$ cat src/hw/rtl/wta_pkg.sv
package wta_pkg;

  localparam int unsigned SAMPLE_W   = 16;
  localparam int unsigned THR_W      = 15;
  localparam int unsigned TIME_W     = 20;
  localparam int unsigned DIV_W      = 16;
  localparam int unsigned S_TDATA_W  = 16;
  localparam int unsigned M_TDATA_W  = 40;
  localparam int unsigned M_TUSER_W  = 3;
  localparam int unsigned CFG_IDX_W  = 1;
  localparam int unsigned CFG_DATA_W = 15;

  typedef enum logic [CFG_IDX_W-1:0] {
    CFG_FILL_ENABLE    = 1'b0,
    CFG_FILL_THRESHOLD = 1'b1
  } cfg_idx_e;

  typedef enum logic [1:0] {
    CMD_MOVE   = 2'd0,
    CMD_DRAW   = 2'd1,
    CMD_CORNER = 2'd2
  } cmd_e;

  typedef struct packed {
    cmd_e                     cmd;
    logic signed [SAMPLE_W-1:0] x;
    logic [TIME_W-1:0]        y;
    logic                     pend;
  } result_t;

  typedef struct packed {
    logic busy;
    logic done;
  } div_stat_t;

endpackage

$ cat src/hw/rtl/wta_div.sv
module wta_div #(
  parameter int unsigned FRACTION_BITS = 8
) (
  input  logic                        clk_i,
  input  logic                        rst_ni,
  input  logic                        start_i,
  input  logic [wta_pkg::DIV_W-1:0]   num_i,
  input  logic [wta_pkg::DIV_W-1:0]   den_i,
  output wta_pkg::div_stat_t          stat_o,
  output logic [FRACTION_BITS:0]      quot_o
);
  import wta_pkg::*;

  localparam int unsigned CW = $clog2(FRACTION_BITS + 1);
  localparam logic [CW-1:0] LAST_STEP = CW'(FRACTION_BITS);

  logic                 busy_q;
  logic                 done_q;
  logic [CW-1:0]        cnt_q;
  logic [DIV_W:0]       rem_q;
  logic [DIV_W-1:0]     den_q;
  logic [FRACTION_BITS:0] quot_q;

  logic             take;
  logic [DIV_W:0]   diff;
  logic [DIV_W-1:0] rem_sub;

  // one quotient bit per cycle, restoring form; a zero divisor yields zero
  always_comb begin
    take    = (den_q != '0) && (rem_q >= {1'b0, den_q});
    diff    = rem_q - {1'b0, den_q};
    rem_sub = take ? diff[DIV_W-1:0] : rem_q[DIV_W-1:0];
  end

  always_ff @(posedge clk_i or negedge rst_ni) begin
    if (!rst_ni) begin
      busy_q <= 1'b0;
      done_q <= 1'b0;
      cnt_q  <= '0;
    end else if (start_i) begin
      busy_q <= 1'b1;
      done_q <= 1'b0;
      cnt_q  <= '0;
    end else if (busy_q) begin
      if (cnt_q == LAST_STEP) begin
        busy_q <= 1'b0;
        done_q <= 1'b1;
      end else begin
        cnt_q <= cnt_q + 1'b1;
      end
    end else begin
      done_q <= 1'b0;
    end
  end

  always_ff @(posedge clk_i) begin
    if (start_i) begin
      rem_q  <= {1'b0, num_i};
      den_q  <= den_i;
      quot_q <= '0;
    end else if (busy_q) begin
      rem_q  <= {rem_sub, 1'b0};
      quot_q <= {quot_q[FRACTION_BITS-1:0], take};
    end
  end

  assign stat_o.busy = busy_q;
  assign stat_o.done = done_q;
  assign quot_o      = quot_q;

endmodule

$ cat src/hw/rtl/wiggle_trace_area_fill.sv
// variable-area wiggle trace: one trace sample per input transfer, plot
// commands out, one command per output transfer.
// input:  s_axis, tdata = sample, tlast = final sample of the trace.
// output: m_axis, tdata = amplitude_x then time_y, tuser = command then
//   polygon_end, tlast = final command caused by the current sample.
// config: cfg_valid_i/cfg_index_i/cfg_data_i, always ready; index 0 is the
//   fill enable, index 1 the fill threshold. write only while idle.
// each sample gives one to three commands. the sample is taken in the idle
// state, then the commands are sent in order, each held until the receiver
// is ready. a polygon start or end corner between two samples waits in a
// divide state for the crossing time from the serial divider, one quotient
// bit a cycle, before its commands are sent.
// s_axis_tready_o is low from the accepted sample until its last command
// is taken; a stalled receiver simply holds the current command.
// reset clears the trace position, the open polygon and the previous sample,
// turns fill off and sets the threshold to one.
module wiggle_trace_area_fill #(
  parameter int unsigned MAX_SAMPLES   = 4096,
  parameter int unsigned FRACTION_BITS = 8
) (
  input  logic                              clk_i,
  input  logic                              rst_ni,
  input  logic                              s_axis_tvalid_i,
  output logic                              s_axis_tready_o,
  input  logic [wta_pkg::S_TDATA_W-1:0]     s_axis_tdata_i,  // [15:0] sample
  input  logic                              s_axis_tlast_i,
  output logic                              m_axis_tvalid_o,
  input  logic                              m_axis_tready_i,
  // [15:0] amplitude_x, [35:16] time_y, [39:36] zero
  output logic [wta_pkg::M_TDATA_W-1:0]     m_axis_tdata_o,
  // [1:0] command, [2] polygon_end
  output logic [wta_pkg::M_TUSER_W-1:0]     m_axis_tuser_o,
  output logic                              m_axis_tlast_o,
  input  logic                              cfg_valid_i,
  output logic                              cfg_ready_o,
  input  logic [wta_pkg::CFG_IDX_W-1:0]     cfg_index_i,
  input  logic [wta_pkg::CFG_DATA_W-1:0]    cfg_data_i
);
  import wta_pkg::*;

  localparam int unsigned IW = $clog2(MAX_SAMPLES);
  localparam int unsigned YW = IW + FRACTION_BITS;
  localparam logic [IW-1:0] IDX_LAST = IW'(MAX_SAMPLES - 1);

  typedef enum logic [2:0] {
    ST_IDLE = 3'b001,
    ST_DIV  = 3'b010,
    ST_EMIT = 3'b100
  } state_e;

  state_e                     state_q, state_d;
  logic                       fill_q;
  logic [THR_W-1:0]           thr_q;
  logic [IW-1:0]              idx_q, idx_d;
  logic signed [SAMPLE_W-1:0] prev_q;
  logic                       open_q, open_d;
  logic [1:0]                 cnt_q, cnt_d;
  logic [1:0]                 last_q, last_d;
  result_t                    slot_q [3];
  result_t                    slot_d [3];

  logic                       in_xfer;
  logic signed [SAMPLE_W-1:0] sample;
  logic signed [SAMPLE_W-1:0] thr_s;
  logic [YW-1:0]              yfull;
  logic [TIME_W-1:0]          y_i;
  logic                       above, below, trace_end;

  result_t                    plan_slot [3];
  logic [1:0]                 plan_last;
  logic                       plan_open;
  logic [IW-1:0]              plan_idx;
  logic                       need_div;

  logic signed [SAMPLE_W:0]   dif, nm;
  logic [DIV_W-1:0]           div_num, div_den;
  logic                       div_start;
  div_stat_t                  div_stat;
  logic [FRACTION_BITS:0]     div_quot;
  result_t                    cur;

  assign in_xfer     = s_axis_tvalid_i && s_axis_tready_o;
  assign sample      = signed'(s_axis_tdata_i);
  assign thr_s       = signed'({1'b0, thr_q});
  assign yfull       = {idx_q, {FRACTION_BITS{1'b0}}};
  assign y_i         = TIME_W'(yfull);
  assign above       = sample > thr_s;
  assign below       = sample < thr_s;
  assign trace_end   = s_axis_tlast_i || (idx_q >= IDX_LAST);
  assign cfg_ready_o = 1'b1;

  // crossing fraction d/(d-p), made non-negative and clamped to [0,1]
  always_comb begin
    dif = {sample[SAMPLE_W-1], sample} - {prev_q[SAMPLE_W-1], prev_q};
    nm  = {sample[SAMPLE_W-1], sample};
    if (dif < 0) begin
      nm  = -nm;
      dif = -dif;
    end
    if (dif == 0 || nm < 0) begin
      nm = '0;
    end
    if (nm > dif) begin
      nm = dif;
    end
    div_num = nm[DIV_W-1:0];
    div_den = dif[DIV_W-1:0];
  end

  // commands that the sample on the input causes
  always_comb begin
    for (int k = 0; k < 3; k++) begin
      plan_slot[k] = '{cmd: CMD_CORNER, x: thr_s, y: y_i, pend: 1'b0};
    end
    plan_slot[0].cmd = CMD_DRAW;
    plan_slot[0].x   = sample;
    plan_last        = 2'd0;
    plan_open        = open_q;
    plan_idx         = IW'(idx_q + 1'b1);
    need_div         = 1'b0;
    if (idx_q == '0) begin
      plan_slot[0].cmd = CMD_MOVE;
      plan_open        = 1'b0;
      if (fill_q && above) begin
        plan_slot[2].x = sample;
        plan_last      = 2'd2;
        plan_open      = 1'b1;
      end
    end else if (trace_end || !fill_q) begin
      if (open_q) begin
        plan_slot[1].pend = 1'b1;
        plan_last         = 2'd1;
        plan_open         = 1'b0;
      end
      if (trace_end) begin
        plan_idx = '0;
      end
    end else if (above) begin
      if (!open_q) begin
        need_div       = 1'b1;
        plan_slot[2].x = sample;
        plan_last      = 2'd2;
        plan_open      = 1'b1;
      end else begin
        plan_slot[1].x = sample;
        plan_last      = 2'd1;
      end
    end else if (below && open_q) begin
      need_div          = 1'b1;
      plan_slot[1].pend = 1'b1;
      plan_last         = 2'd1;
      plan_open         = 1'b0;
    end
  end

  assign div_start = in_xfer && need_div;

  wta_div #(
    .FRACTION_BITS(FRACTION_BITS)
  ) u_div (
    .clk_i  (clk_i),
    .rst_ni (rst_ni),
    .start_i(div_start),
    .num_i  (div_num),
    .den_i  (div_den),
    .stat_o (div_stat),
    .quot_o (div_quot)
  );

  always_comb begin
    state_d = state_q;
    idx_d   = idx_q;
    open_d  = open_q;
    cnt_d   = cnt_q;
    last_d  = last_q;
    slot_d  = slot_q;
    unique case (state_q)
      ST_IDLE: begin
        if (in_xfer) begin
          slot_d  = plan_slot;
          idx_d   = plan_idx;
          open_d  = plan_open;
          last_d  = plan_last;
          cnt_d   = 2'd0;
          state_d = need_div ? ST_DIV : ST_EMIT;
        end
      end
      ST_DIV: begin
        if (div_stat.done) begin
          // slot 0 holds this sample's own time
          slot_d[1].y = slot_q[0].y - TIME_W'(div_quot);
          state_d     = ST_EMIT;
        end
      end
      ST_EMIT: begin
        if (m_axis_tready_i) begin
          if (cnt_q == last_q) begin
            state_d = ST_IDLE;
          end else begin
            cnt_d = cnt_q + 2'd1;
          end
        end
      end
      default: state_d = ST_IDLE;
    endcase
  end

  always_ff @(posedge clk_i or negedge rst_ni) begin
    if (!rst_ni) begin
      state_q <= ST_IDLE;
      fill_q  <= 1'b0;
      thr_q   <= THR_W'(1);
      idx_q   <= '0;
      prev_q  <= '0;
      open_q  <= 1'b0;
      cnt_q   <= 2'd0;
      last_q  <= 2'd0;
    end else begin
      state_q <= state_d;
      idx_q   <= idx_d;
      open_q  <= open_d;
      cnt_q   <= cnt_d;
      last_q  <= last_d;
      if (in_xfer) begin
        prev_q <= sample;
      end
      if (cfg_valid_i) begin
        unique case (cfg_idx_e'(cfg_index_i))
          CFG_FILL_ENABLE:    fill_q <= cfg_data_i[0];
          CFG_FILL_THRESHOLD: thr_q  <= cfg_data_i;
          default:            fill_q <= fill_q;
        endcase
      end
    end
  end

  always_ff @(posedge clk_i) begin
    slot_q <= slot_d;
  end

  assign cur             = slot_q[cnt_q];
  assign s_axis_tready_o = (state_q == ST_IDLE);
  assign m_axis_tvalid_o = (state_q == ST_EMIT);
  assign m_axis_tdata_o  = {{(M_TDATA_W - TIME_W - SAMPLE_W){1'b0}}, cur.y, cur.x};
  assign m_axis_tuser_o  = {cur.pend, cur.cmd};
  assign m_axis_tlast_o  = (cnt_q == last_q);

  a_out_blocks_in: assert property (@(posedge clk_i) disable iff (!rst_ni)
    m_axis_tvalid_o |-> !s_axis_tready_o)
    else $error("input taken while a command is pending");

  a_div_done_in_div: assert property (@(posedge clk_i) disable iff (!rst_ni)
    div_stat.done |-> state_q == ST_DIV)
    else $error("divider finished outside the crossing wait");

  a_div_start_free: assert property (@(posedge clk_i) disable iff (!rst_ni)
    div_start |-> !div_stat.busy)
    else $error("divider restarted while busy");

  a_tlast_releases: assert property (@(posedge clk_i) disable iff (!rst_ni)
    m_axis_tvalid_o && m_axis_tready_i && m_axis_tlast_o |=> s_axis_tready_o)
    else $error("input not ready after the final command");

  a_pend_on_corner: assert property (@(posedge clk_i) disable iff (!rst_ni)
    m_axis_tvalid_o && m_axis_tuser_o[2] |-> m_axis_tuser_o[1:0] == CMD_CORNER)
    else $error("polygon end flag on a non-corner command");

  a_idx_range: assert property (@(posedge clk_i) disable iff (!rst_ni)
    idx_q <= IDX_LAST)
    else $error("sample position past the trace limit");

endmodule

$ cat config.mk
export PLATFORM = sky130hd
export DESIGN_NAME = wiggle_trace_area_fill
export DESIGN_NICKNAME = d
export VERILOG_FILES = /design/src/hw/rtl/wta_pkg.sv /design/src/hw/rtl/wta_div.sv /design/src/hw/rtl/wiggle_trace_area_fill.sv
export SDC_FILE = /design/constraint.sdc
export NUM_CORES = 1
export LEC_CHECK = 0
export BUFFER_PORTS_ARGS = -buffer_cell sky130_fd_sc_hd__buf_4
export CAP_MARGIN = 0
export CORE_ASPECT_RATIO = 2
export CORE_MARGIN = 3
export CORE_UTILIZATION = 63
export CTS_BUF_LIST = sky130_fd_sc_hd__clkbuf_2
export DETAILED_ROUTE_END_ITERATION = 7
export PLACE_DENSITY_LB_ADDON = 0.25
export SLEW_MARGIN = 25
export SYNTH_ARGS = -nofsm -noshare
export SYNTH_HDL_FRONTEND = slang
export SYNTH_SLANG_ARGS = --single-unit
$ cat constraint.sdc
create_clock -name clk_i -period 7.5 [get_ports clk_i]
set_input_delay 0.375 -clock clk_i [delete_from_list [all_inputs] [get_ports clk_i]]
set_output_delay 0.375 -clock clk_i [all_outputs]
set_load 0.05 [all_outputs]
==> run_summary.xml, run 1 <==
<?xml version="1.0" encoding="UTF-8"?>
<metrics>
  <group name="outcome">
    <metric name="result_of_the_run" unit="">completed</metric>
  </group>
  <group name="setup_path">
    <metric name="cpMaxStageDelayCell" unit="">sky130_fd_sc_hd__dfrtp_1</metric>
    <metric name="most_common_cell_on_crit_path" unit="">sky130_fd_sc_hd__o21a_1</metric>
    <metric name="critical_path_peak_fanout" unit="">15</metric>
    <metric name="setup.worst_path.start_class" unit="">register</metric>
    <metric name="register_to_register_path_setup_slack" unit="ps">1170</metric>
    <metric name="cp.buffers_inverters" unit="">0</metric>
    <metric name="worst_ep_arrival_time" unit="ps">6890</metric>
    <metric name="crit_family" unit="">compound AO/OA/AOI/OAI gates</metric>
    <metric name="critical_path_class" unit="">register to register</metric>
    <metric name="crit-reg2reg-launch" unit="">prev_q[0]</metric>
    <metric name="r2r-end" unit="">u_div.rem_q[15]</metric>
    <metric name="depth_of_the_most_critical_reg_to_reg_path" unit="">25</metric>
    <metric name="critical-path-max-stage-delay" unit="ps">450</metric>
    <metric name="endpoint_kind" unit="">register</metric>
    <metric name="critPathRequiredTime" unit="ps">8060</metric>
  </group>
  <group name="synth">
    <metric name="synthMostInstantiatedCell" unit="">sky130_fd_sc_hd__nand2_1</metric>
    <metric name="synth.avg_cell_area" unit="sq um">9.65</metric>
    <metric name="postSynthRegisterBits" unit="">182</metric>
    <metric name="most_used_flip_flop_cell_after_synthesis" unit="">sky130_fd_sc_hd__edfxtp_1</metric>
    <metric name="synth_top_cells_by_area" unit="">sky130_fd_sc_hd__edfxtp_1 28%, sky130_fd_sc_hd__dfrtp_1 11%, sky130_fd_sc_hd__ha_1 7.3%</metric>
    <metric name="async_flop_share" unit="%">31.9</metric>
    <metric name="synthDominantCellAreaShare" unit="%">28.1</metric>
    <metric name="ys_seq_area_share" unit="%">41.6</metric>
    <metric name="syn_area" unit="sq um">12200</metric>
    <metric name="synth_top_area_cell" unit="">sky130_fd_sc_hd__edfxtp_1</metric>
    <metric name="synth_edf_count" unit="">114</metric>
    <metric name="syn_inst" unit="">1264</metric>
    <metric name="ys_top_cells_by_count" unit="">125 x sky130_fd_sc_hd__nand2_1, 114 x sky130_fd_sc_hd__edfxtp_1, 97 x sky130_fd_sc_hd__inv_1</metric>
    <metric name="yosysUniqueCellTypes" unit="">89</metric>
    <metric name="ys_warn_count" unit="">0</metric>
  </group>
  <group name="route">
    <metric name="vias" unit="">9834</metric>
    <metric name="total_detailed_routing_wirelength" unit="mm">29.6</metric>
    <metric name="drt-wirelength-per-cell" unit="um">18.2</metric>
    <metric name="detailedRoute.firstPassIterationCount" unit="">6</metric>
    <metric name="initialDrtViolationCount" unit="">587</metric>
    <metric name="final_antenna_net_count" unit="">0</metric>
    <metric name="via_per_inst" unit="">6.06</metric>
    <metric name="drc" unit="">0</metric>
  </group>
  <group name="global_routing">
    <metric name="top_usage_layer" unit="">met2</metric>
    <metric name="grt_max_degree" unit="">101</metric>
    <metric name="use_met2" unit="%">55.9</metric>
    <metric name="global_route_met3_usage" unit="%">3.82</metric>
    <metric name="first_global_vias" unit="">10295</metric>
    <metric name="grt_util_all_layers" unit="%">28.7</metric>
    <metric name="grt_antenna_before_repair" unit="">1</metric>
    <metric name="grt_use_met1" unit="%">27.5</metric>
    <metric name="grt_pass1_wl" unit="mm">48.7</metric>
    <metric name="grt_overflow" unit="">0</metric>
  </group>
  <group name="cts">
    <metric name="tritoncts" unit="">done</metric>
    <metric name="inserted_clock_buffers" unit="">17</metric>
    <metric name="cts_setup_buffers" unit="">0</metric>
    <metric name="total_of_cells_resized_after_clock_tree_synthesis" unit="">0</metric>
    <metric name="clock_pin_slew_worst_setup_and_hold_paths" unit="ps">270</metric>
    <metric name="clock_insertion_delay_worst_skew" unit="ps">810</metric>
    <metric name="h-tree-depth" unit="">4</metric>
    <metric name="tritoncts_num_sinks" unit="">182</metric>
    <metric name="cts_max_path_buffers" unit="">2</metric>
    <metric name="cts-root-buf" unit="">sky130_fd_sc_hd__clkbuf_2</metric>
  </group>
  <group name="sta">
    <metric name="timing_hold_violations_final" unit="">0</metric>
    <metric name="finalMaxSlewViolations" unit="">0</metric>
    <metric name="fin_worst_hold_slack" unit="ps">47.2</metric>
    <metric name="timing.final.crit_period" unit="ps">6330</metric>
    <metric name="finalSetupViolations" unit="">0</metric>
    <metric name="rsz0062_at_grt" unit="">no</metric>
    <metric name="tns" unit="ps">0</metric>
    <metric name="timing.clock.skew" unit="ps">39.3</metric>
    <metric name="fmax" unit="GHz">0.158</metric>
    <metric name="timing_worst_slew_pin_value" unit="ps">988</metric>
    <metric name="min_period_over_period" unit="%">84.4</metric>
    <metric name="worst_rel_slew_slack" unit="%">34.2</metric>
  </group>
  <group name="floorplan">
    <metric name="dieArea" unit="sq um">21200</metric>
    <metric name="std_cell_rows" unit="">71</metric>
    <metric name="ioPinCount" unit="">85</metric>
    <metric name="die-height" unit="um">203</metric>
    <metric name="floorplan.core_area" unit="sq um">18900</metric>
    <metric name="chipWidth" unit="um">104</metric>
    <metric name="floorplan.initialDensity" unit="%">64.5</metric>
  </group>
  <group name="pwr">
    <metric name="finalPower" unit="mW">5.46</metric>
    <metric name="p_leak" unit="nW">5.61</metric>
    <metric name="power.density" unit="nW/um^2">403</metric>
    <metric name="power.ir.vdd_worst" unit="mV">0.277</metric>
  </group>
  <group name="worst_hold_path">
    <metric name="hold_start" unit="">s_axis_tlast_i</metric>
    <metric name="min_delay_worst_endpoint" unit="">slot_q[39]</metric>
    <metric name="worstHoldPathCells" unit="">4</metric>
    <metric name="min-delay-path-class" unit="">input pin to register</metric>
  </group>
  <group name="layout">
    <metric name="n_fill_cell" unit="">1418</metric>
    <metric name="syn_to_final_growth" unit="%">11.1</metric>
    <metric name="num-nets-final" unit="">1466</metric>
    <metric name="final_core_utilization" unit="%">71.6</metric>
    <metric name="post_layout_nonfiller_instances" unit="">1624</metric>
    <metric name="drive_above_1_share" unit="%">15.4</metric>
  </group>
  <group name="placed_design">
    <metric name="dp.final_hpwl" unit="mm">21.6</metric>
    <metric name="place.gp.congestion" unit="">0.950</metric>
    <metric name="io_buffer_count" unit="">79</metric>
    <metric name="number_of_cells_in_the_design_after_placement" unit="">1555</metric>
  </group>
  <group name="run">
    <metric name="drv_cap" unit="">0</metric>
  </group>
</metrics>
## metal layers
metal  vias to the layer above  part of all wire [%]
met5                         -                     0
li1                       4724                     -
met3                       123                   3.8
met1                      4683                    34
met2                       304                    56
met4                         0                   6.2
## power by group
group          internal [mW]  switching, mW  total, mW
logic                   1.24           2.17       3.41
clock network          0.103          0.378      0.481
registers               1.43          0.144       1.58
## worst max-delay path by stage
stage / cells past startpoint / start / to / slack (ps)
after floorplan: 29 / s_axis_tdata_i[0] / u_div.rem_q[6] / 1630
after global placement: 27 / s_axis_tdata_i[0] / u_div.rem_q[15] / 1130
after detailed placement: 27 / s_axis_tdata_i[0] / u_div.rem_q[15] / 1030
after CTS: 25 / prev_q[0] / u_div.rem_q[8] / 1240
after global routing: 25 / prev_q[0] / u_div.rem_q[14] / 680
final: 25 / prev_q[0] / u_div.rem_q[15] / 1170
## state kept, by name (all words and copies together) (netlist names), 3 cells and up
register / count
idx_q: 12
slot_q: 82
u_div.cnt_q: 4
thr_q: 15
prev_q: 16
u_div.quot_o: 9
state_q: 3
u_div.den_q: 16
u_div.rem_q: 17
## cells in the final DEF (no fill, tap or decap), types with 17 or more instances in the layout
cell and instances:
sky130_fd_sc_hd__a21oi_1 61, sky130_fd_sc_hd__and2_1 19, sky130_fd_sc_hd__and3_1 23, sky130_fd_sc_hd__buf_4 91, sky130_fd_sc_hd__clkbuf_2 17, sky130_fd_sc_hd__dfrtp_1 56
sky130_fd_sc_hd__dlygate4sd3_1 35, sky130_fd_sc_hd__edfxtp_1 114, sky130_fd_sc_hd__ha_1 71, sky130_fd_sc_hd__inv_1 96, sky130_fd_sc_hd__mux2_2 45, sky130_fd_sc_hd__mux2i_1 42
sky130_fd_sc_hd__nand2_1 125, sky130_fd_sc_hd__nand3_1 24, sky130_fd_sc_hd__nand4_1 32, sky130_fd_sc_hd__nor2_1 70, sky130_fd_sc_hd__nor2b_1 21, sky130_fd_sc_hd__nor3_1 18
sky130_fd_sc_hd__o21ai_0 96, sky130_fd_sc_hd__xnor2_1 47, sky130_fd_sc_hd__xor2_1 26
## repair_timing
action | CTS | global route
hold buffers | 35 | 0
endpoints found under the setup margin | 0 | 0
endpoints found under the hold margin | 134 | 0
## area by class of cell
cell class                 count  area [sq um]  share of cell area [%]
sequential                   182          5080                    37.5
antenna                        1          2.50                  0.0185
multi-input combinational    929          6500                    48.0
clock inverter                15           141                    1.04
tap                          255           319                    2.36
inverter                      97           365                    2.70
timing repair buffer         128          1060                    7.80
clock buffer                  17          85.1                   0.628
## worst reg2reg max path: cells and delay by family (launching register included)
family                     cells  cell delay [ps]
AOI/OAI and AO/OA             13             2530
xor gates and xnor gates       1              310
DFF                            1              450
adders and majority gates      3              960
and+or+nand+nor                8             1860
## cell families (layout without fill, tap and decap cells)
group	count (synthesis)	after routing	synth area share, %
buffers and inverters	158	257	5.28
and+or+nand+nor	404	404	17.0
DFF	182	182	41.6
other	2	8	0.0616
muxes	87	87	7.60
adders and majority gates	73	73	7.61
xor gates and xnor gates	77	77	5.78
AOI/OAI and AO/OA	281	281	15.0
## through the flow
stage                     worst slack (ps)  cell area, sq um
after floorplan                       1630             12200
after global placement                1130             13000
after detailed placement              1030             13000
after CTS                             1240             13500
after global routing                   682             13500
final                                 1170             13500
No activity file was read; power rests on OpenSTA's default activity.
==> run 2: changes to the inputs <==
- clock period: 7.5 -> 6.25 ns (I/O delays scaled with it)
==> run 2 against run 1 <==
Total power grew 25%. Combinational power grew 27%. Sequential cell count is the same. Critical path type unchanged. Critical path depth shrank 2. Sequential share of layout area shrank 0.77 points. Largest cell class unchanged. Fmax grew 8.0%. Sequential power grew 19%. Global-route usage grew 0.89 points.
==> run_summary.xml, run 2 (synthesized netlist as in run 1, its figures left out) <==
<?xml version="1.0" encoding="UTF-8"?>
<metrics>
  <group name="outcome">
    <metric name="result_of_the_run" unit="">completed</metric>
  </group>
  <group name="setup_path">
    <metric name="most_common_cell_on_crit_path" unit="">sky130_fd_sc_hd__ha_1</metric>
    <metric name="cpMaxStageDelayCell" unit="">sky130_fd_sc_hd__a2111oi_0</metric>
    <metric name="cp-startpoint" unit="">prev_q[0]</metric>
    <metric name="critical_path_class" unit="">register to register</metric>
    <metric name="register_to_register_path_setup_slack" unit="ps">390</metric>
    <metric name="critPathRequiredTime" unit="ps">6870</metric>
    <metric name="critical_path_peak_fanout" unit="">22</metric>
    <metric name="critical-path-max-stage-delay" unit="ps">550</metric>
    <metric name="cp.buffers_inverters" unit="">3</metric>
    <metric name="r2r-end" unit="">u_div.rem_q[10]</metric>
    <metric name="depth_of_the_critical_timing_path_with_buffers_and_inverters_included" unit="">23</metric>
    <metric name="endpoint" unit="">u_div.rem_q[10]</metric>
    <metric name="crit_family" unit="">compound AO/OA/AOI/OAI gates</metric>
    <metric name="worst_ep_arrival_time" unit="ps">6480</metric>
    <metric name="endpoint_kind" unit="">register</metric>
    <metric name="depth_of_the_most_critical_reg_to_reg_path" unit="">23</metric>
    <metric name="crit-reg2reg-launch" unit="">prev_q[0]</metric>
    <metric name="setup.worst_path.start_class" unit="">register</metric>
    <metric name="timing.critical_path.cells" unit="">ha_1, fa_2, ha_1, nand3b_1, mux2i_1, nand4b_1, a2111oi_2, o211a_1, o2111ai_1, nor4_2, nand4_4, buf_4, nand2_1, inv_1, ha_1, a2111oi_0, nand2_1, a21oi_1, a211oi_1, nor2_1, buf_4, nor2_1, a221oi_1</metric>
  </group>
  <group name="layout">
    <metric name="leading_cell_types_in_the_layout_fill_and_taps_excluded" unit="">125 x sky130_fd_sc_hd__nand2_1, 114 x sky130_fd_sc_hd__edfxtp_1, 107 x sky130_fd_sc_hd__buf_4, 96 x sky130_fd_sc_hd__inv_1, 96 x sky130_fd_sc_hd__o21ai_0</metric>
    <metric name="reg.largest.list" unit="">slot_q: 82 flops, u_div.rem_q: 17 flops</metric>
    <metric name="n_fill_cell" unit="">1385</metric>
    <metric name="largest_register" unit="">slot_q</metric>
    <metric name="num-nets-final" unit="">1484</metric>
    <metric name="drive_above_1_share" unit="%">17.0</metric>
    <metric name="seqCellArea" unit="sq um">5080</metric>
    <metric name="layout_commonest_cell" unit="">sky130_fd_sc_hd__nand2_1</metric>
    <metric name="multiInputGateArea" unit="sq um">6610</metric>
    <metric name="syn_to_final_growth" unit="%">13.4</metric>
    <metric name="number_of_flip_flops_under_the_largest_register_name" unit="">82</metric>
  </group>
  <group name="cts">
    <metric name="cts-root-buf" unit="">sky130_fd_sc_hd__clkbuf_2</metric>
    <metric name="h-tree-depth" unit="">4</metric>
    <metric name="clock_insertion_delay_worst_skew" unit="ps">800</metric>
    <metric name="inserted_clock_buffers" unit="">17</metric>
    <metric name="tritoncts_num_sinks" unit="">182</metric>
    <metric name="cts_max_path_buffers" unit="">2</metric>
    <metric name="clock_pin_slew_worst_setup_and_hold_paths" unit="ps">270</metric>
    <metric name="tritoncts" unit="">done</metric>
  </group>
  <group name="pwr">
    <metric name="power.density" unit="nW/um^2">495</metric>
    <metric name="power.ir.vdd_worst" unit="mV">0.240</metric>
    <metric name="finalPower" unit="mW">6.84</metric>
    <metric name="p_leak" unit="nW">5.73</metric>
  </group>
  <group name="placed_design">
    <metric name="dp.final_hpwl" unit="mm">22.6</metric>
    <metric name="place.gp.congestion" unit="">0.934</metric>
    <metric name="io_buffer_count" unit="">79</metric>
  </group>
  <group name="route">
    <metric name="total_detailed_routing_wirelength" unit="mm">30.7</metric>
    <metric name="route.layer.met1.wl" unit="mm">10.4</metric>
    <metric name="via_per_inst" unit="">6.10</metric>
    <metric name="highest_layer" unit="">met4</metric>
    <metric name="met2_wl" unit="mm">17.0</metric>
    <metric name="met3_length" unit="mm">1.10</metric>
    <metric name="vias" unit="">10018</metric>
    <metric name="initialDrtViolationCount" unit="">536</metric>
    <metric name="final_antenna_net_count" unit="">0</metric>
    <metric name="drt-wirelength-per-cell" unit="um">18.7</metric>
    <metric name="detailedRoute.firstPassIterationCount" unit="">7</metric>
    <metric name="drc" unit="">0</metric>
  </group>
  <group name="sta">
    <metric name="tns" unit="ps">0</metric>
    <metric name="finalMaxSlewViolations" unit="">0</metric>
    <metric name="finalSetupViolations" unit="">0</metric>
    <metric name="worst_rel_slew_slack" unit="%">35.2</metric>
    <metric name="min_period_over_period" unit="%">93.7</metric>
    <metric name="timing_worst_slew_pin_value" unit="ps">972</metric>
    <metric name="fmax" unit="GHz">0.171</metric>
    <metric name="timing.clock.skew" unit="ps">43.4</metric>
    <metric name="timing_hold_violations_final" unit="">0</metric>
    <metric name="timing.final.crit_period" unit="ps">5860</metric>
    <metric name="rsz0062_at_grt" unit="">no</metric>
  </group>
  <group name="global_routing">
    <metric name="grt_util_all_layers" unit="%">29.5</metric>
    <metric name="grt_antenna_before_repair" unit="">1</metric>
    <metric name="first_global_vias" unit="">10395</metric>
    <metric name="grt_max_degree" unit="">80</metric>
    <metric name="grt_overflow" unit="">0</metric>
    <metric name="grt_pass1_wl" unit="mm">50.0</metric>
  </group>
  <group name="run">
    <metric name="drv_cap" unit="">0</metric>
  </group>
  <group name="floorplan">
    <metric name="dieArea" unit="sq um">21200</metric>
    <metric name="chipWidth" unit="um">104</metric>
    <metric name="ioPinCount" unit="">85</metric>
    <metric name="floorplan.core_area" unit="sq um">18900</metric>
    <metric name="std_cell_rows" unit="">71</metric>
    <metric name="floorplan.initialDensity" unit="%">64.5</metric>
    <metric name="die-height" unit="um">203</metric>
  </group>
  <group name="worst_hold_path">
    <metric name="min-delay-path-class" unit="">input pin to asynchronous set/reset pin</metric>
  </group>
</metrics>
==> run 2: cell count changes in the layout (fill, tap and decap cells not counted), sizes merged <==
cell,previous run,this run
buf,93,109
clkinv,9,6
clkbuf,17,18
bufinv,0,1
inv,102,103
dlygate4sd3,35,37
==> run 2: power breakdown <==
part / switching [mW] / internal (mW) / leakage (nW)
Clock: 0.455 / 0.165 / 0.148
Sequential: 0.163 / 1.72 / 1.89
Combinational: 2.73 / 1.61 / 3.70
==> run 2: layout make-up <==
cell class	instances	share of cell area [%]
antenna	1	0.0181
clock buffer	18	0.651
clock inverter	14	1.15
inverter	97	2.64
multi-input combinational	929	47.8
sequential	182	36.7
tap	255	2.31
timing repair buffer	146	8.74
==> run 2: how the worst min path moves through the flow <==
stage	from	end	depth (start not counted)
floorplan	rst_ni	cnt_q[0]	0
global placement	rst_ni	prev_q[15]	1
detailed placement	rst_ni	prev_q[15]	1
CTS	rst_ni	prev_q[15]	2
global route	rst_ni	open_q	2
finish	rst_ni	prev_q[15]	2
==> run 2: what timing repair did <==
| action | 4_1_cts | 5_1_grt |
|---|---|---|
| resized for setup | 0 | 18 |
| setup endpoints to repair | 0 | 16 |
| setup buffers | 0 | 2 |
| hold endpoints to repair | 133 | 0 |
| hold buffers | 37 | 0 |
==> run 2: per-stage QoR <==
stage	hold slack (ps)	area, sq um	util [%]	instances	worst slack (ps)
after global placement	445	13100	69.1	1569	117
after floorplan	16.9	12200	-	1269	441
final	73.8	13800	73.1	1642	394
after global routing	130	13800	73.1	1642	72.4
after detailed placement	456	13100	69.1	1569	48.5
after CTS	86.8	13700	72.3	1638	199
==> run 2: routing by layer <==
| layer | track usage [%] | vias up |
|---|---|---|
| met4 | 20.4 | 0 |
| li1 | - | 4755 |
| met3 | 3.63 | 133 |
| met2 | 56.8 | 334 |
| met1 | 28.5 | 4796 |
| met5 | 0 | - |
==> run 3: changes to the inputs <==
- ABC_AREA: not set -> 1
==> run 3 against run 2 <==
Hold slack is essentially flat. Total power grew 12%. Final cell count grew 19%. Wire length grew 12%. Area after synthesis shrank 0.61%. First-iteration DRC count grew 1.5%. Synthesized cell count grew 24%. Count of clock-buffer cells in the layout is the same. Critical path depth grew 8. Global-route usage grew 3.3 points. Sequential cell count is the same. Largest cell class unchanged. Highest routed layer unchanged.
==> run_summary.xml, run 3 <==
<?xml version="1.0" encoding="UTF-8"?>
<metrics>
  <group name="placed_design">
    <metric name="io_buffer_count" unit="">79</metric>
    <metric name="number_of_cells_in_the_design_after_placement" unit="">1874</metric>
    <metric name="dp.final_hpwl" unit="mm">25.7</metric>
    <metric name="place.gp.congestion" unit="">1.02</metric>
    <metric name="placed_cell_area" unit="sq um">12900</metric>
  </group>
  <group name="setup_path">
    <metric name="cpMaxStageDelayCell" unit="">sky130_fd_sc_hd__fa_1</metric>
    <metric name="critical_path_class" unit="">register to register</metric>
    <metric name="endpoint" unit="">u_div.rem_q[6]</metric>
    <metric name="r2r-end" unit="">u_div.rem_q[6]</metric>
    <metric name="worst_ep_arrival_time" unit="ps">6280</metric>
    <metric name="critPathRequiredTime" unit="ps">6780</metric>
    <metric name="depth_of_the_most_critical_reg_to_reg_path" unit="">31</metric>
    <metric name="register_to_register_path_setup_slack" unit="ps">500</metric>
    <metric name="endpoint_kind" unit="">register</metric>
    <metric name="critical-path-max-stage-delay" unit="ps">540</metric>
    <metric name="crit-reg2reg-launch" unit="">prev_q[0]</metric>
    <metric name="critical_path_peak_fanout" unit="">17</metric>
    <metric name="setup.worst_path.start_class" unit="">register</metric>
    <metric name="most_common_cell_on_crit_path" unit="">sky130_fd_sc_hd__nand2_1</metric>
    <metric name="cp-startpoint" unit="">prev_q[0]</metric>
  </group>
  <group name="synth">
    <metric name="async_flop_share" unit="%">31.9</metric>
    <metric name="postSynthRegisterBits" unit="">182</metric>
    <metric name="synth.avg_cell_area" unit="sq um">7.71</metric>
    <metric name="synthDominantCellAreaShare" unit="%">28.2</metric>
    <metric name="synth_edf_count" unit="">114</metric>
    <metric name="syn_area" unit="sq um">12100</metric>
    <metric name="synth_top_cells_by_area" unit="">sky130_fd_sc_hd__edfxtp_1 28%, sky130_fd_sc_hd__nand2_1 13%, sky130_fd_sc_hd__dfrtp_1 12%</metric>
    <metric name="most_used_flip_flop_cell_after_synthesis" unit="">sky130_fd_sc_hd__edfxtp_1</metric>
    <metric name="synthMostInstantiatedCell" unit="">sky130_fd_sc_hd__nand2_1</metric>
    <metric name="ys_seq_area_share" unit="%">41.9</metric>
    <metric name="ys_warn_count" unit="">0</metric>
    <metric name="synth_top_area_cell" unit="">sky130_fd_sc_hd__edfxtp_1</metric>
    <metric name="yosysUniqueCellTypes" unit="">59</metric>
    <metric name="ys_top_cells_by_count" unit="">405 x sky130_fd_sc_hd__nand2_1, 233 x sky130_fd_sc_hd__inv_1, 121 x sky130_fd_sc_hd__nor2_1</metric>
    <metric name="syn_inst" unit="">1573</metric>
  </group>
  <group name="cts">
    <metric name="clock_pin_slew_worst_setup_and_hold_paths" unit="ps">270</metric>
    <metric name="clock_insertion_delay_worst_skew" unit="ps">780</metric>
    <metric name="cts_setup_buffers" unit="">0</metric>
    <metric name="tritoncts_num_sinks" unit="">182</metric>
    <metric name="tritoncts" unit="">done</metric>
    <metric name="inserted_clock_buffers" unit="">17</metric>
    <metric name="cts_max_path_buffers" unit="">2</metric>
    <metric name="h-tree-depth" unit="">4</metric>
    <metric name="cts-root-buf" unit="">sky130_fd_sc_hd__clkbuf_2</metric>
  </group>
  <group name="sta">
    <metric name="timing_worst_slew_pin_value" unit="ps">975</metric>
    <metric name="timing.final.crit_period" unit="ps">5750</metric>
    <metric name="fmax" unit="GHz">0.174</metric>
    <metric name="timing.clock.skew" unit="ps">43.0</metric>
    <metric name="tns" unit="ps">0</metric>
    <metric name="min_period_over_period" unit="%">92.0</metric>
    <metric name="fin_worst_hold_slack" unit="ps">74.0</metric>
    <metric name="rsz0062_at_grt" unit="">no</metric>
    <metric name="worst_rel_slew_slack" unit="%">34.9</metric>
    <metric name="finalMaxSlewViolations" unit="">0</metric>
    <metric name="timing_hold_violations_final" unit="">0</metric>
    <metric name="finalSetupViolations" unit="">0</metric>
  </group>
  <group name="layout">
    <metric name="post_layout_nonfiller_instances" unit="">1947</metric>
    <metric name="layout_commonest_cell" unit="">sky130_fd_sc_hd__nand2_1</metric>
    <metric name="number_of_flip_flops_under_the_largest_register_name" unit="">82</metric>
    <metric name="leading_cell_types_in_the_layout_fill_and_taps_excluded" unit="">404 x sky130_fd_sc_hd__nand2_1, 233 x sky130_fd_sc_hd__inv_1, 119 x sky130_fd_sc_hd__nor2_1, 114 x sky130_fd_sc_hd__edfxtp_1, 110 x sky130_fd_sc_hd__nand3_1</metric>
    <metric name="num-nets-final" unit="">1786</metric>
    <metric name="drive_above_1_share" unit="%">10.5</metric>
    <metric name="reg.largest.list" unit="">slot_q: 82 flops, u_div.rem_q: 17 flops</metric>
    <metric name="largest_register" unit="">slot_q</metric>
    <metric name="syn_to_final_growth" unit="%">11.6</metric>
    <metric name="postLayoutCellArea" unit="sq um">13500</metric>
    <metric name="final_core_utilization" unit="%">71.8</metric>
  </group>
  <group name="floorplan">
    <metric name="floorplan.initialDensity" unit="%">64.4</metric>
    <metric name="dieArea" unit="sq um">21000</metric>
    <metric name="ioPinCount" unit="">85</metric>
    <metric name="std_cell_rows" unit="">71</metric>
    <metric name="chipWidth" unit="um">104</metric>
    <metric name="die-height" unit="um">202</metric>
    <metric name="floorplan.core_area" unit="sq um">18800</metric>
  </group>
  <group name="worst_hold_path">
    <metric name="min-delay-path-class" unit="">input pin to register</metric>
  </group>
  <group name="route">
    <metric name="detailedRoute.firstPassIterationCount" unit="">6</metric>
    <metric name="via_per_inst" unit="">5.67</metric>
    <metric name="initialDrtViolationCount" unit="">544</metric>
    <metric name="final_antenna_net_count" unit="">0</metric>
    <metric name="drc" unit="">0</metric>
    <metric name="vias" unit="">11047</metric>
    <metric name="drt-wirelength-per-cell" unit="um">17.7</metric>
    <metric name="total_detailed_routing_wirelength" unit="mm">34.4</metric>
  </group>
  <group name="pwr">
    <metric name="power.density" unit="nW/um^2">567</metric>
    <metric name="p_leak" unit="nW">6.50</metric>
    <metric name="power.share.combinational" unit="%">66.6</metric>
    <metric name="power.share.sequential" unit="%">25.5</metric>
    <metric name="cellInternalPower" unit="mW">3.53</metric>
    <metric name="switching_power_total" unit="mW">4.13</metric>
    <metric name="power.share.switching" unit="%">53.9</metric>
    <metric name="power.ir.vdd_worst" unit="mV">0.377</metric>
    <metric name="power.clock.fraction" unit="%">7.9</metric>
  </group>
  <group name="global_routing">
    <metric name="first_global_vias" unit="">10897</metric>
    <metric name="grt_pass1_wl" unit="mm">53.7</metric>
    <metric name="grt_max_degree" unit="">99</metric>
    <metric name="grt_overflow" unit="">0</metric>
    <metric name="grt_antenna_before_repair" unit="">2</metric>
    <metric name="grt_util_all_layers" unit="%">32.9</metric>
  </group>
  <group name="outcome">
    <metric name="result_of_the_run" unit="">completed</metric>
  </group>
  <group name="run">
    <metric name="drv_cap" unit="">0</metric>
  </group>
</metrics>
==> run 3: how the worst min path moves through the flow <==
stage	start	to	slack [ps]	cells past startpoint
3_3_place_gp	rst_ni	prev_q[12]	450	1
3_5_place_dp	rst_ni	prev_q[12]	450	1
5_1_grt	s_axis_tlast_i	idx_q[9]	80	6
2_1_floorplan	rst_ni	cnt_q[0]	20	0
6_report	s_axis_tlast_i	idx_q[0]	70	6
4_1_cts	s_axis_tlast_i	open_q	20	8
==> run 3: worst max-delay path: cells and delay by family, from the launching register on <==
family                   cells  cell delay, ps
AO/OA/AOI/OAI                6            1060
adder cells (fa/ha/maj)      4            1310
buffers and inverters        2             320
flip-flops                   1             440
AND/OR/NAND/NOR             19            2340
==> run 3: cell families (layout without fill, tap and decap cells) <==
group           count (synthesis)  count (layout)  share of synthesized area (%)
xor+xnor                       43              43                           3.17
simple gates                  731             731                           26.0
flops                         182             182                           41.9
fa+ha+maj                      73              73                           7.66
other cells                     2              11                         0.0619
compound gates                248             248                           11.5
buf+inv                       294             404                           9.72
==> run 3: timing repair <==
action                                 CTS  global route
setup endpoints to repair                0            13
endpoints found under the hold margin  140             0
hold buffers                            37             0
gates resized for setup                  0             2
==> run 3: stage by stage <==
| step | setup WS, ps | power [mW] |
|---|---|---|
| after floorplan | 1510 | 5.62 |
| after global placement | 562 | 6.88 |
| after detailed placement | 450 | 6.95 |
| after CTS | 557 | 7.58 |
| after global routing | 39.6 | 8.26 |
| final | 498 | 7.67 |
==> run 3: final cells by class <==
class                      count  area [sq um]
antenna                        4          10.0
multi-input combinational   1102          5900
tap                          255           319
inverter                     245           928
clock buffer                  18          90.1
fill                        1565          5310
sequential                   182          5080
timing repair buffer         127          1050
clock inverter                14           148
==> run 3: layer usage <==
layer | global-route usage, % | vias to the layer above | part of all wire (%)
met5 | 0 | - | 0
met4 | 25.7 | 0 | 8.6
met3 | 3.80 | 157 | 4.6
met2 | 62.5 | 433 | 54
met1 | 31.3 | 5093 | 32
li1 | - | 5364 | -
==> run 3: power groups by stage <==
| stage | logic, mW | registers, mW | clock network [mW] |
|---|---|---|---|
| finish | 5.11 | 1.95 | 0.607 |
| global route | 5.63 | 1.98 | 0.655 |
| CTS | 5.02 | 1.95 | 0.612 |
| detailed placement | 4.97 | 1.98 | 0 |
| global placement | 4.92 | 1.96 | 0 |
| floorplan | 3.69 | 1.93 | 0 |
